## src/sv/uqfp_pkg.sv

```systemverilog
package uqfp_pkg;

   typedef enum logic [1:0] {
      KIND_NAME   = 2'd0,
      KIND_VALUE  = 2'd1,
      KIND_VBEGIN = 2'd2,
      KIND_FEND   = 2'd3
   } kind_type;

   // Escape decoder phase: plain text, first hex digit, second digit, second digit after bad first
   typedef enum logic [3:0] {
      ESC_PLAIN  = 4'b0001,
      ESC_HI     = 4'b0010,
      ESC_LO     = 4'b0100,
      ESC_LO_BAD = 4'b1000
   } esc_type;

   localparam logic [7:0] CHR_NUL = 8'h00;
   localparam logic [7:0] CHR_EQ  = 8'h3D;
   localparam logic [7:0] CHR_AMP = 8'h26;
   localparam logic [7:0] CHR_PCT = 8'h25;

   typedef struct packed {
      esc_type    phase;
      logic [3:0] high_nibble;
      logic       in_value;
      logic [7:0] field;
      logic       started;
   } parse_state_type;

   localparam parse_state_type STATE_RESET = '{
      phase:       ESC_PLAIN,
      high_nibble: 4'd0,
      in_value:    1'b0,
      field:       8'd0,
      started:     1'b0
   };

   typedef struct packed {
      kind_type   kind;
      logic [7:0] data_byte;
      logic [7:0] field_index;
      logic       bad_escape;
      logic [8:0] field_total;
      logic       last;
   } result_type;

   // Bit 4 flags a character that is not a hex digit; bits 3:0 hold the nibble
   function automatic logic [4:0] hex_nibble(input logic [7:0] b);
      logic [4:0] r;
      if (b >= 8'h30 && b <= 8'h39) begin
         r = {1'b0, b[3:0]};
      end else if ((b >= 8'h41 && b <= 8'h46) || (b >= 8'h61 && b <= 8'h66)) begin
         r = {1'b0, b[3:0] + 4'd9};
      end else begin
         r = 5'b10000;
      end
      return r;
   endfunction

endpackage

```

## src/sv/uqfp_step.sv

```systemverilog
module uqfp_step #(
   parameter logic [7:0] FIELD_CAP = 8'd255
) (
   input  uqfp_pkg::parse_state_type cur,
   input  logic [7:0]                in_byte,
   output uqfp_pkg::parse_state_type nxt,
   output logic                      emit,
   output uqfp_pkg::result_type      res
);

   logic [4:0]          hex;
   logic [3:0]          nib;
   uqfp_pkg::kind_type  text_kind;
   logic [8:0]          total;

   assign hex       = uqfp_pkg::hex_nibble(in_byte);
   assign nib       = hex[4] ? 4'd0 : hex[3:0];
   assign text_kind = cur.in_value ? uqfp_pkg::KIND_VALUE : uqfp_pkg::KIND_NAME;
   assign total     = {1'b0, cur.field} + 9'd1;

   always_comb begin
      nxt             = cur;
      emit            = 1'b0;
      res.kind        = text_kind;
      res.data_byte   = 8'd0;
      res.field_index = cur.field;
      res.bad_escape  = 1'b0;
      res.field_total = 9'd0;
      res.last        = 1'b0;

      if (in_byte == uqfp_pkg::CHR_NUL) begin
         // close the query; a cut-short escape still counts the field
         emit           = 1'b1;
         res.kind       = uqfp_pkg::KIND_FEND;
         res.last       = 1'b1;
         res.bad_escape = (cur.phase != uqfp_pkg::ESC_PLAIN);
         if (cur.started || cur.phase != uqfp_pkg::ESC_PLAIN) begin
            res.field_total = total;
         end
         nxt = uqfp_pkg::STATE_RESET;
      end else begin
         unique case (cur.phase) inside
            uqfp_pkg::ESC_PLAIN: begin
               nxt.started = 1'b1;
               if (in_byte == uqfp_pkg::CHR_EQ) begin
                  emit         = 1'b1;
                  res.kind     = uqfp_pkg::KIND_VBEGIN;
                  nxt.in_value = 1'b1;
               end else if (in_byte == uqfp_pkg::CHR_AMP) begin
                  emit         = 1'b1;
                  res.kind     = uqfp_pkg::KIND_FEND;
                  nxt.in_value = 1'b0;
                  if (cur.field < FIELD_CAP) begin
                     nxt.field = cur.field + 8'd1;
                  end
               end else if (in_byte == uqfp_pkg::CHR_PCT) begin
                  nxt.phase       = uqfp_pkg::ESC_HI;
                  nxt.high_nibble = 4'd0;
               end else begin
                  emit          = 1'b1;
                  res.data_byte = in_byte;
               end
            end
            uqfp_pkg::ESC_HI: begin
               nxt.high_nibble = nib;
               nxt.phase       = hex[4] ? uqfp_pkg::ESC_LO_BAD : uqfp_pkg::ESC_LO;
            end
            uqfp_pkg::ESC_LO, uqfp_pkg::ESC_LO_BAD: begin
               emit            = 1'b1;
               res.data_byte   = {cur.high_nibble, nib};
               res.bad_escape  = hex[4] || (cur.phase == uqfp_pkg::ESC_LO_BAD);
               nxt.phase       = uqfp_pkg::ESC_PLAIN;
               nxt.high_nibble = 4'd0;
            end
            default: begin
               nxt = cur;
            end
         endcase
      end
   end

endmodule

```

## src/sv/uqfp_out.sv

```systemverilog
module uqfp_out (
   input  logic                 clock,
   input  logic                 reset,
   input  logic                 push,
   input  uqfp_pkg::result_type push_data,
   input  logic                 rsp_stall,
   output logic                 rsp_valid,
   output uqfp_pkg::result_type rsp_data,
   output logic                 full
);

   uqfp_pkg::result_type head_ff, spare_ff;
   logic [1:0]           count_ff;
   logic                 pop;

   assign rsp_valid = (count_ff != 2'd0);
   assign rsp_data  = head_ff;
   assign full      = (count_ff == 2'd2);
   assign pop       = rsp_valid && !rsp_stall;

   always_ff @(posedge clock) begin
      if (reset) begin
         count_ff <= 2'd0;
      end else begin
         count_ff <= count_ff + {1'b0, push} - {1'b0, pop};
      end
   end

   // two-beat queue: head drives the port, spare catches a beat while head is stalled
   always_ff @(posedge clock) begin
      if (pop) begin
         if (count_ff == 2'd2) begin
            head_ff <= spare_ff;
            if (push) begin
               spare_ff <= push_data;
            end
         end else if (push) begin
            head_ff <= push_data;
         end
      end else if (push) begin
         if (count_ff == 2'd0) begin
            head_ff <= push_data;
         end else begin
            spare_ff <= push_data;
         end
      end
   end

endmodule

```

## src/sv/url_query_field_parser_core.sv

```systemverilog
// A result beat is registered in the result queue before it appears on rsp_*.
// Throughput: one byte per cycle while not stalled; the escape decoder is combinational.
// A two-beat result queue keeps bytes flowing while one result waits under rsp_stall.
// Reset (synchronous, active high) empties the queue and returns the parser to the
// start of a query with field index zero.
module url_query_field_parser_core #(
   parameter int MAX_FIELDS = 256
) (
   input  logic       clock,
   input  logic       reset,
   input  logic       req_valid,
   output logic       req_stall,
   input  logic [7:0] req_in_byte,
   output logic       rsp_valid,
   input  logic       rsp_stall,
   output logic [1:0] rsp_kind,
   output logic [7:0] rsp_data_byte,
   output logic [7:0] rsp_field_index,
   output logic       rsp_bad_escape,
   output logic [8:0] rsp_field_total,
   output logic       rsp_last
);

   localparam int         CapInt   = (MAX_FIELDS - 1 > 255) ? 255 : MAX_FIELDS - 1;
   localparam logic [7:0] FieldCap = 8'(CapInt);

   uqfp_pkg::parse_state_type state_ff, state_in;
   uqfp_pkg::result_type      step_res, out_res;
   logic                      step_emit;
   logic                      accept;
   logic                      full;

   assign accept    = req_valid && !req_stall;
   assign req_stall = full;

   uqfp_step #(
      .FIELD_CAP(FieldCap)
   ) u_step (
      .cur     (state_ff),
      .in_byte (req_in_byte),
      .nxt     (state_in),
      .emit    (step_emit),
      .res     (step_res)
   );

   always_ff @(posedge clock) begin
      if (reset) begin
         state_ff <= uqfp_pkg::STATE_RESET;
      end else if (accept) begin
         state_ff <= state_in;
      end
   end

   uqfp_out u_out (
      .clock     (clock),
      .reset     (reset),
      .push      (accept && step_emit),
      .push_data (step_res),
      .rsp_stall (rsp_stall),
      .rsp_valid (rsp_valid),
      .rsp_data  (out_res),
      .full      (full)
   );

   assign rsp_kind        = out_res.kind;
   assign rsp_data_byte   = out_res.data_byte;
   assign rsp_field_index = out_res.field_index;
   assign rsp_bad_escape  = out_res.bad_escape;
   assign rsp_field_total = out_res.field_total;
   assign rsp_last        = out_res.last;

endmodule

```

## config.mk

```make
export PLATFORM = sky130hd
export DESIGN_NAME = url_query_field_parser_core
export DESIGN_NICKNAME = d
export VERILOG_FILES = /design/src/sv/uqfp_pkg.sv /design/src/sv/uqfp_step.sv /design/src/sv/uqfp_out.sv /design/src/sv/url_query_field_parser_core.sv
export SDC_FILE = /design/constraint.sdc
export NUM_CORES = 1
export LEC_CHECK = 0
export BUFFER_PORTS_ARGS = -buffer_cell sky130_fd_sc_hd__buf_2
export CAP_MARGIN = 20
export CELL_PAD_IN_SITES_DETAIL_PLACEMENT = 2
export CELL_PAD_IN_SITES_GLOBAL_PLACEMENT = 2
export CORE_ASPECT_RATIO = 1.75
export CORE_UTILIZATION = 43
export CTS_CLUSTER_DIAMETER = 100
export DETAILED_ROUTE_END_ITERATION = 7
export PLACE_DENSITY = 0.87
export SLEW_MARGIN = 0
export SYNTH_ARGS = -nofsm -noshare
export SYNTH_HDL_FRONTEND = slang
export SYNTH_HIERARCHICAL = 1
export SYNTH_SLANG_ARGS = --single-unit
```

## constraint.sdc

```tcl
create_clock -name clock -period 5.75 [get_ports clock]
set_clock_uncertainty 0.2 [all_clocks]
set_input_delay 0 -clock clock [delete_from_list [all_inputs] [get_ports clock]]
set_output_delay 0 -clock clock [all_outputs]
set_load 0.02 [all_outputs]
```

==> results of run 1 <==
registers in the layout, indices dropped and copies added (netlist names):
signal and count:
u_out/count_ff 2, state_ff 18, u_out/rsp_data 29, u_out/spare_ff 29
synthesized netlist by cell type, types with 3 or more instances:
cell type | count | area, µm²
xor2_1 | 4 | 35.03
and3_1 | 6 | 37.54
and4_1 | 3 | 26.28
nand4bb_1 | 11 | 123.9
clkbuf_1 | 11 | 41.29
xnor2_1 | 4 | 35.03
o21ai_0 | 9 | 45.04
nand3_1 | 7 | 35.03
or4bb_1 | 6 | 67.56
buf_6 | 4 | 45.04
a32o_1 | 3 | 30.03
a211oi_1 | 4 | 30.03
nand2b_1 | 18 | 112.6
nor2_1 | 20 | 75.07
or4_1 | 3 | 22.52
o31ai_1 | 4 | 30.03
a22o_1 | 10 | 87.58
and2_1 | 4 | 25.02
mux2_4 | 10 | 150.1
buf_4 | 8 | 60.06
o21a_1 | 3 | 22.52
o21ai_1 | 7 | 35.03
inv_1 | 9 | 33.78
a21oi_1 | 12 | 60.06
dfxtp_1 | 20 | 400.4
nand2_1 | 10 | 37.54
mux2_2 | 21 | 236.5
nor3_1 | 6 | 30.03
ha_1 | 7 | 87.58
o21ai_2 | 10 | 87.58
edfxtp_1 | 58 | 1742
buf_2 | 4 | 20.02
cell families after synthesis:
| group | share of synthesized area |
|---|---|
| buffers and inverters | 0.05565 |
| xor gates and xnor gates | 0.01640 |
| DFF | 0.5015 |
| AOI/OAI and AO/OA | 0.1254 |
| and+or+nand+nor | 0.1854 |
| adders and majority gates | 0.02050 |
| muxes | 0.09520 |
worst paths after layout:
path,startpoint,endpoint,slack [ns]
worst max register to register,u_out/count_ff[0],u_out/rsp_data[25],2.16
worst max-delay path,u_out/count_ff[0],u_out/rsp_data[25],2.16
worst min register to register,state_ff[0],state_ff[0],0.29
worst min-delay path,state_ff[0],state_ff[0],0.29
metal layers:
layer  wire length (µm)  vias up  track usage
li1                   -     1418            -
met1               4812     1629       0.2723
met2               7479       72       0.5084
met3                363       34      0.05918
met4                486        0       0.1279
met5                  0        -            0
area by class of cell:
cell class / instances / area, µm²
Inverter: 10 / 37.54
Clock buffer: 11 / 252.7
Fill cell: 931 / 4601
Clock inverter: 5 / 81.33
Tap cell: 122 / 152.6
Timing Repair Buffer: 58 / 357.8
Sequential cell: 78 / 2142
Multi-Input combinational cell: 237 / 1902
metrics by stage:
stage | utilization | std cells | cell area [µm²]
finish | 0.5171 | 521 | 4926
global route | 0.5171 | 521 | 4926
CTS | 0.5171 | 521 | 4926
detailed placement | 0.4704 | 494 | 4482
global placement | 0.4704 | 494 | 4482
floorplan | - | 355 | 4272
critical path, cell delays in order (launching register included):
cell      delay [ns]
dfxtp_1         0.43
nand2b_4        0.20
inv_1           0.24
nor2b_2         0.93
and2_1          0.29
inv_1           0.11
mux2_2          0.29
o22ai_2         0.13
buf_4           0.40
power groups by stage:
stage	sequential, mW	clock, mW	combinational [mW]
CTS	0.651	0.645	0.141
detailed placement	0.661	0	0.133
global route	0.653	0.668	0.149
floorplan	0.687	0	0.0585
global placement	0.658	0	0.126
finish	0.650	0.633	0.141
timing repair:
action,4_1_cts,5_1_grt
hold endpoints to repair,28,0
hold buffers,11,0
endpoints found under the setup margin,0,0
==> impl_results.md, run 1 <==
- Status: complete, no violations
- Setup bufs post-CTS: 0
- Most common cell after layout, fill and taps aside: edfxtp_1
- Tmin final: ~3.6 ns
- Routed vias: 3,153
- Sequential-to-total area share from yosys stat: 0.5015
- Initial core utilization: 0.4484
- Setup TNS Final: 0 ns
- Hold_ws: 0.2945 ns
- Period utilization: 0.6244
- Final wirelength: 13,140 µm
- Post-placement setup slack: 2.270 ns
- Crit Path Class: reg -> reg
- Leakage: 1.845 nW
- Clock share of power: 0.444
- Syn. warnings: 6
- Worst Setup Start Kind: flip-flop
- Drt first pass iters: 4
- Max_cap viols: 0
- Synth Instances: 355
- DIE AREA: about 10,000 µm²
- CTS sink cnt: 78
- Initial DRC count: 204
- Row Count: 47
- Net Sw Frac: 0.2334
- Top_reg_cell synth: edfxtp_1
- DR DRC count: 0
- CTS buffer count: 9
- Final hold vios: 0
- VDD IR max: 0.0001691 V
- First-pass GRT wire length: 20,410 µm
- CTS tree: done
- Post-synth ARST share: 0
- Gr ovfl total: 0
- IO buf count: 42
- Post-synth EDFFs: 58
- Rel. slew slack: 0.2699
- H-tree depth: 3
- Flop pwr share: 0.456
- Hold crit path type: reg -> reg
- CP max FO: 29
- Max Fclk: 278.5 MHz
- CORE AREA: 9527 µm²
- Worst skew pair latency: 0.34 ns
- Total GRT Usage: 0.2686
- Unique masters post-synth: around 60
- Sw Pwr: 332.7 µW
- Synth Cell Area: 4272 µm²
- Nets: just over 400
- Final number of setup-violating endpoints: 0
- Share of cells above drive strength 1: 0.2932
- Number of global-route vias before repair: 3,513
- Max-slew violations: 0
- Resized Gates After CTS: 0
- Pin count of the biggest net entering global routing: 39
- Worst Path Arrival: 3.38 ns
- Hold Path Cell Cnt: 2
- Die height: 133.9 µm
- Most frequent cells in the layout: edfxtp_1, buf_2, mux2_2
- Fin worst setup slack: 2.159 ns
- Crit end category: flip-flop
- CTS root buffer: clkbuf_16
- Wirelength per Cell: 25.22 µm
- RSZ-0062 raised after global routing: false
- Number of synthesized register bits: 78
- Top Ports: 43
- Worst path required time: 5.54 ns
- Die Width: 77.34 µm
- RD Place Congestion: 0.8059
- Via density per instance: roughly 6
- R2R depth: 8
- Power Total: between 1 and 1.5 mW
- Detailed placement HPWL: 8257 µm
- Ant. Diodes: 0
- Syn Area/Cell: 12.03 µm²
- Initial antenna violation count: 0
- Clock buffer depth: 2
- Worst Tran Pin Value: 1.090 ns
- Synth Net Count: about 370
- Clock transition at path regs: 0.06 ns
- Area grow syn2layout: 15.32%
- ANT nets after route: 0
- PwrDens: approximately 290 nW/µm²
- Logic gate share of total power: 0.099
- P_int: approximately 1.1 mW
(Power assumes the default switching activity.)
==> run 2: changes to the inputs <==
Settings changed: ABC_AREA from default to 1, CORE_UTILIZATION 43 to 36, PLACE_DENSITY 0.87 to 0.83.
Clock period 5.75 ns to 3.6 ns, I/O delays scaled along.
==> run 2 against run 1 <==
Compared with the run above:
- the flow now finishes with violations (DRC)
- largest power group unchanged
- synthesized cell count rose by 41%
- cell area fell by 1.1%
- global-route usage fell by 4.5 points
- clock power rose by 47%
- clock-buffer cell count did not move
- critical path type is now in -> reg
==> impl_results.md, run 2 <==
- Status: finished with violations (was complete, no violations)
- Violated checks: DRC
- Hold crit path type: in -> reg (was reg -> reg)
- RR Endpoint: u_out/rsp_data[9] (was u_out/rsp_data[25])
- R2R depth: 10 (was 8)
- Die height: 146.5 µm (was 133.9 µm)
- Post-Synth Simple-Gate Area: 0.3157 (was 0.1854)
- Worst path required time: 3.39 ns (was 5.54 ns)
- Worst Path Arrival: 2.53 ns (was 3.38 ns)
- Clock transition at path regs: 0.06 ns (about the same)
- Initial DRC count: 107 (was 204)
- Total GRT Usage: 0.2235 (was 0.2686)
- Crit Path Class: in -> reg (was reg -> reg)
- Post-synthesis mux area share: 0 (was 0.09520)
- Dominant cell type by area after synthesis: edfxtp_1 (unchanged)
- Adder-Cell Fraction of Synth Area: 0.02040 (was 0.02050)
- Share of cells above drive strength 1: 0.2062 (was 0.2932)
- Synth Instances: 502 (was 355)
- Most frequent cell after synthesis: nand2_1 (was edfxtp_1)
- Clock buffer depth: 2 (unchanged)
- PwrDens: 484.4 nW/µm² (was 289.3 nW/µm²)
- CP max FO: 29 (unchanged)
- Worst Tran Pin Value: 0.6043 ns (was 1.090 ns)
- Post-Synth XOR/XNOR Area: 0.01428 (was 0.01640)
- Syn Area/Cell: 8.552 µm² (was 12.03 µm²)
- ANT nets after route: 0 (unchanged)
- Worst Setup Start Kind: input port (was flip-flop)
- Max_cap viols: 0 (unchanged)
- DR DRC count: 11 (was 0)
- Row Count: 52 (was 47)
- Largest family of logic cells by synthesized area: simple AND/OR/NAND/NOR gates (unchanged)
- Synth Net Count: 521 (was 374)
- Resized Gates After CTS: 0 (unchanged)
- Setup bufs post-CTS: 0 (unchanged)
- CP startpoint: req_in_byte[0] (was u_out/count_ff[0])
- Post-synth top cells: nand2_1, nand3_1, nor2_1, edfxtp_1, inv_1 (was edfxtp_1, mux2_2, dfxtp_1, nor2_1, nand2b_1)
- Period utilization: 0.7592
- Nets: 562 (was 413)
- Synth Cell Area: 4293 µm² (was 4272 µm²)
- Ant. Diodes: 0 (unchanged)
- FF-to-FF Start: state_ff[17] (was u_out/count_ff[0])
- DIE AREA: 12,380 µm² (was 10,350 µm²)
- Most frequent cells in the layout: nand2_1, nand3_1, nor2_1 (was edfxtp_1, buf_2, mux2_2)
- Top Ports: 43 (unchanged)
- Max-slew violations: 0 (unchanged)
- Post-synth EDFFs: 58 (unchanged)
- Top-area cell type share of the netlist area: 0.4057 (was 0.4077)
- Fin cells: 683 (was 521)
- End point of the critical path: u_out/rsp_data[9] (was u_out/rsp_data[25])
- Final wirelength: 12,980 µm (was 13,140 µm)
- H-tree depth: 3 (unchanged)
- CORE AREA: 11,580 µm² (was 9527 µm²)
- Initial antenna violation count: 0 (unchanged)
- Placed Cells: 658 (was 494)
- Most common cell after layout, fill and taps aside: nand2_1 (was edfxtp_1)
- Number of synthesized register bits: 78 (unchanged)
- Worst skew pair latency: 0.34 ns (about the same)
- Leakage: 2.105 nW (was 1.845 nW)
- Top_reg_cell synth: edfxtp_1 (unchanged)
- Crit end category: flip-flop (unchanged)
- VDD IR max: 0.0002248 V (was 0.0001691 V)
- Unique masters post-synth: 35 (was 61)
- CTS Hold Bufs: 9 (was 11)
- Area grow syn2layout: 13.49% (was 15.32%)
- Max Fclk: 365.9 MHz
- CTS buffer count: 9 (unchanged)
- Routed vias: 3,552 (was 3,153)
- Via density per instance: 5.201 (was 6.052)
- Gr ovfl total: 0 (unchanged)
- Die Width: 84.55 µm (was 77.34 µm)
- CTS sink cnt: 78 (unchanged)
- Pin count of the biggest net entering global routing: 33 (was 39)
- Syn. warnings: 6 (unchanged)
- Initial core utilization: 0.3707 (was 0.4484)
- Setup TNS Final: 0 ns (unchanged)
- Drt first pass iters: 6 (was 4)
- First-pass GRT wire length: 20,690 µm (was 20,410 µm)
- Detailed placement HPWL: 9702 µm (was 8257 µm)
- Wirelength per Cell: 19.01 µm (was 25.22 µm)
- RSZ-0062 raised after global routing: false (unchanged)
- Reg2Reg Setup Slack: 0.97 ns (was 2.16 ns)
- Final number of setup-violating endpoints: 0 (unchanged)
- Post-synth ARST share: 0 (unchanged)
- Rel. slew slack: 0.5946 (was 0.2699)
- Final hold vios: 0 (unchanged)
- Number of global-route vias before repair: 3,933 (was 3,513)
- Synth area leaders: edfxtp_1, nand2_1, dfxtp_1, nand3_1, nor2_1 (was edfxtp_1, dfxtp_1, mux2_2, mux2_4, nand4bb_1)
- Post-route cell area: 4872 µm² (was 4926 µm²)
- CTS root buffer: clkbuf_16 (unchanged)
- RD Place Congestion: 0.8717 (was 0.8059)
- IO buf count: 42 (unchanged)
- Sequential-to-total area share from yosys stat: 0.4990 (was 0.5015)
- Placed inst area: 4482 µm² (unchanged)
- Hold_ws: 0.004746 ns (was 0.2945 ns)
- CTS tree: done (unchanged)
- Compound-Gate Fraction of Synth Area: 0.04343 (was 0.1254)
- Tmin final: 2.733 ns
run 2: cell types whose count changed after synthesis, sizes merged, moves of 5 or more:
cell     previous run  this run
or4bb               6         0
nand4bb            11         0
clkbuf             11         0
inv                 9        53
o21ai              26        15
a211oi              5         0
nand2              10       141
nand3               7        74
mux2               31         0
buf                19        25
nand2b             19         0
nor2               21        70
a22o               10         0
and3                6         1
run 2: area by class of cell:
class / count / area [µm²]
clock buffer: 11 / 242.7
clock inverter: 5 / 57.56
fill: 1344 / 6709
inverter: 58 / 231.5
multi-input combinational: 341 / 1699
sequential: 78 / 2142
tap: 135 / 168.9
timing repair buffer: 55 / 330.3
run 2: per-layer routing:
layer,GRT usage,wire [µm]
met5,0,0
met4,0.1424,696
met3,0.03053,255
met2,0.4451,7689
met1,0.2041,4344
run 2: logic make-up after synthesis:
family | after synthesis
and+or+nand+nor | 295
buffers and inverters | 83
DFF | 78
AOI/OAI and AO/OA | 32
xor gates and xnor gates | 7
adders and majority gates | 7
run 2: where the power goes:
group	switching (mW)	internal (mW)	leakage, nW
logic	0.249	0.105	1.27
registers	0.0391	1.04	0.691
clock network	0.372	0.556	0.140
run 2: how the worst min path moves through the flow:
stage,start,to,cells past startpoint
after CTS,req_in_byte[3],u_out/spare_ff[22],3
final,req_in_byte[7],u_out/spare_ff[26],3
after detailed placement,reset,u_out/count_ff[0],2
after floorplan,reset,u_out/count_ff[0],1
after global routing,req_in_byte[3],u_out/spare_ff[22],3
after global placement,reset,u_out/count_ff[0],2
run 2: metrics by stage:
stage / setup WS (ns) / util / total power [mW]
floorplan: 0.2590 / - / 1.337
global placement: 1.062 / 0.3870 / 1.423
detailed placement: 0.9604 / 0.3870 / 1.446
CTS: 0.8803 / 0.4207 / 2.387
global route: 0.6698 / 0.4207 / 2.459
finish: 0.8668 / 0.4207 / 2.360
run 2: worst max-delay path: stages:
cell           delay (ns)
dlygate4sd3_1        0.53
buf_2                0.16
inv_1                0.14
ha_1                 0.17
inv_1                0.05
nor3_2               0.12
nand3_2              0.09
buf_4                0.21
nand3_1              0.10
inv_1                0.04
nor2_1               0.20
inv_1                0.12
a22oi_2              0.18
buf_4                0.38
==> run 3: changes to the inputs <==
Clock period 3.6 ns to 2.9 ns, I/O delays scaled along.
==> run 3 against run 2 <==
Compared with the run above:
- the run still ends with DRC left
- hold slack better by 0.018 ns
- critical endpoint is now u_out/rsp_data[5]
- clock-buffer cell count fell by 1
- register-to-register slack worse by 0.34 ns
- sequential cell count unchanged
- non-clock buffer count increased by 3
- sequential share of layout area is 0.22 points lower
==> impl_results.md, run 3 (synthesis results as in run 2) <==
- Status: finished with violations (unchanged)
- Violated checks: DRC (unchanged)
- Nets: 565 (was 562)
- Most frequent cells in the layout: nand2_1, nand3_1, nor2_1 (unchanged)
- RR Endpoint: u_out/rsp_data[5] (was u_out/rsp_data[9])
- Initial DRC count: 109 (was 107)
- Pin count of the biggest net entering global routing: 33 (unchanged)
- Hold path startpoint: req_in_byte[7] (unchanged)
- Initial antenna violation count: 0 (unchanged)
- Max-slew violations: 0 (unchanged)
- Worst path required time: 2.74 ns (was 3.39 ns)
- Drt first pass iters: 8 (was 6)
- Post-placement setup slack: 0.6407 ns (was 0.9604 ns)
- PwrDens: 579.6 nW/µm² (was 484.4 nW/µm²)
- Via density per instance: 5.207 (was 5.201)
- Initial core utilization: 0.3707 (unchanged)
- CTS sink cnt: 78 (unchanged)
- Crit Path Class: in -> reg (unchanged)
- CTS tree: done (unchanged)
- Routed vias: 3,572 (was 3,552)
- CP Cell Sequence: dlygate4sd3_1 -> buf_2 -> inv_1 -> ha_1 -> inv_1 -> nor3_2 -> nand3_2 -> nand3_1 -> inv_1 -> nor2_1 -> inv_1 -> a22oi_2 -> buf_12 (was dlygate4sd3_1 -> buf_2 -> inv_1 -> ha_1 -> inv_1 -> nor3_2 -> nand3_2 -> buf_4 -> nand3_1 -> inv_1 -> nor2_1 -> inv_1 -> a22oi_2 -> buf_4)
- Final number of setup-violating endpoints: 0 (unchanged)
- Wirelength per Cell: 19.33 µm (was 19.01 µm)
- Resized Gates After CTS: 0 (unchanged)
- Detailed placement HPWL: 10,070 µm (was 9702 µm)
- FF-to-FF Start: state_ff[14] (was state_ff[17])
- CTS buffer count: 9 (unchanged)
- Max Fclk: 407.9 MHz
- Final Util: 0.4229 (was 0.4207)
- DR DRC count: 3 (was 11)
- Die Width: 84.55 µm (unchanged)
- IO buf count: 42 (unchanged)
- Crit end category: flip-flop (unchanged)
- Share of cells above drive strength 1: 0.2087 (was 0.2062)
- Most common cell on crit path: inv_1 (unchanged)
- H-tree depth: 3 (unchanged)
- R2R depth: 8 (was 10)
- Filler cells: 1,340 (was 1,344)
- Area grow syn2layout: 14.08% (was 13.49%)
- Leakage: 2.115 nW (was 2.105 nW)
- Clock transition at path regs: 0.06 ns (about the same)
- Ant. Diodes: 0 (unchanged)
- Clock buffer depth: 2 (unchanged)
- Final hold vios: 0 (unchanged)
- Worst skew pair latency: 0.34 ns (about the same)
- Final wirelength: 13,260 µm (was 12,980 µm)
- Logic gate share of total power: 0.159 (was 0.150)
- Setup bufs post-CTS: 0 (unchanged)
- Sw Pwr: 825.1 µW (was 660.7 µW)
- RD Place Congestion: 0.8412 (was 0.8717)
- Worst Tran Pin Value: 0.6340 ns (was 0.6043 ns)
- Total GRT Usage: 0.2276 (was 0.2235)
- CP max FO: 29 (unchanged)
- Worst Setup Start Kind: input port (unchanged)
- Setup TNS Final: 0 ns (unchanged)
- Worst Path Arrival: 2.29 ns (was 2.53 ns)
- CTS root buffer: clkbuf_16 (unchanged)
- CORE AREA: 11,580 µm² (unchanged)
- Reg2Reg Setup Slack: 0.63 ns (was 0.97 ns)
- Period utilization: 0.8455
- Net Sw Frac: 0.2907 (was 0.2799)
- Area of the multi-input gates: 1699 µm² (unchanged)
- ANT nets after route: 0 (unchanged)
- Number of global-route vias before repair: 3,963 (was 3,933)
- First-pass GRT wire length: 21,050 µm (was 20,690 µm)
- Hold Path Cell Cnt: 3 (unchanged)
- Most common cell after layout, fill and taps aside: nand2_1 (unchanged)
- Slowest-stage cell, CP: dlygate4sd3_1 (unchanged)
- Clock share of power: 0.369 (was 0.394)
- Top Ports: 43 (unchanged)
- Rel. slew slack: 0.5747 (was 0.5946)
- Die height: 146.5 µm (unchanged)
- Row Count: 52 (unchanged)
- VDD IR max: 0.0002779 V (was 0.0002248 V)
- Flop pwr share: 0.471 (was 0.456)
- Hold EP: u_out/spare_ff[26] (unchanged)
- P_int: 2.013 mW (was 1.700 mW)
- Hold crit path type: in -> reg (unchanged)
- Gr ovfl total: 0 (unchanged)
- Tmin final: 2.452 ns
- DIE AREA: 12,380 µm² (unchanged)
- RSZ-0062 raised after global routing: false (unchanged)
- Fin worst setup slack: 0.4482 ns (was 0.8668 ns)
- Critical path's largest stage delay: 0.55 ns (was 0.53 ns)
- Max_cap viols: 0 (unchanged)
- Reg area: 2142 µm² (unchanged)
-- run 3: layout make-up --
class,instances,share of cell area
Inverter,58,0.04727
Multi-Input combinational cell,341,0.3470
Clock buffer,10,0.04676
Clock inverter,6,0.009453
Tap cell,135,0.03449
Sequential cell,78,0.4374
Timing Repair Buffer,58,0.07767
-- run 3: repair_timing --
| item | CTS | global route |
|---|---|---|
| endpoints found under the setup margin | 0 | 0 |
| hold buffers | 10 | 0 |
| hold endpoints to repair | 11 | 0 |
-- run 3: how the worst max path moves through the flow --
stage | startpoint | endpoint | cells past startpoint
after floorplan | u_out/count_ff[0] | u_out/rsp_data[0] | 10
after detailed placement | state_ff[14] | u_out/rsp_data[17] | 8
after CTS | req_in_byte[1] | u_out/rsp_data[10] | 14
final | req_in_byte[0] | u_out/rsp_data[5] | 13
after global placement | state_ff[16] | u_out/rsp_data[18] | 9
after global routing | req_in_byte[0] | u_out/rsp_data[5] | 13
-- run 3: per-layer routing --
metal | global-route usage | vias up | share of wire
met3 | 0.02940 | 31 | 0.021
met1 | 0.2130 | 1764 | 0.34
met2 | 0.4537 | 70 | 0.58
li1 | - | 1707 | -
met5 | 0 | - | 0
met4 | 0.1347 | 0 | 0.052
-- run 3: metrics by stage --
step | hold slack, ns | power [mW] | std cells | instance area (µm²)
detailed placement | 0.008060 | 1.810 | 660 | 4522
finish | 0.02310 | 2.839 | 686 | 4897
global route | 0.05269 | 2.958 | 686 | 4897
CTS | 0.009398 | 2.873 | 686 | 4897
floorplan | -0.1288 | 1.660 | 502 | 4302
global placement | 0.0007760 | 1.777 | 660 | 4522
-- run 3: critical path, delay by kind of cell --
kind / cells / cell delay [ns]
AO/OA/AOI/OAI: 1 / 0.26
AND/OR/NAND/NOR: 4 / 0.53
buffers and inverters: 7 / 1.30
adder cells (fa/ha/maj): 1 / 0.17
-- run 3: power by group through the flow --
stage	clock (mW)	sequential [mW]	combinational [mW]
global route	1.12	1.34	0.494
finish	1.05	1.34	0.453
global placement	0	1.35	0.423
CTS	1.07	1.34	0.460
floorplan	0	1.40	0.258
detailed placement	0	1.36	0.446
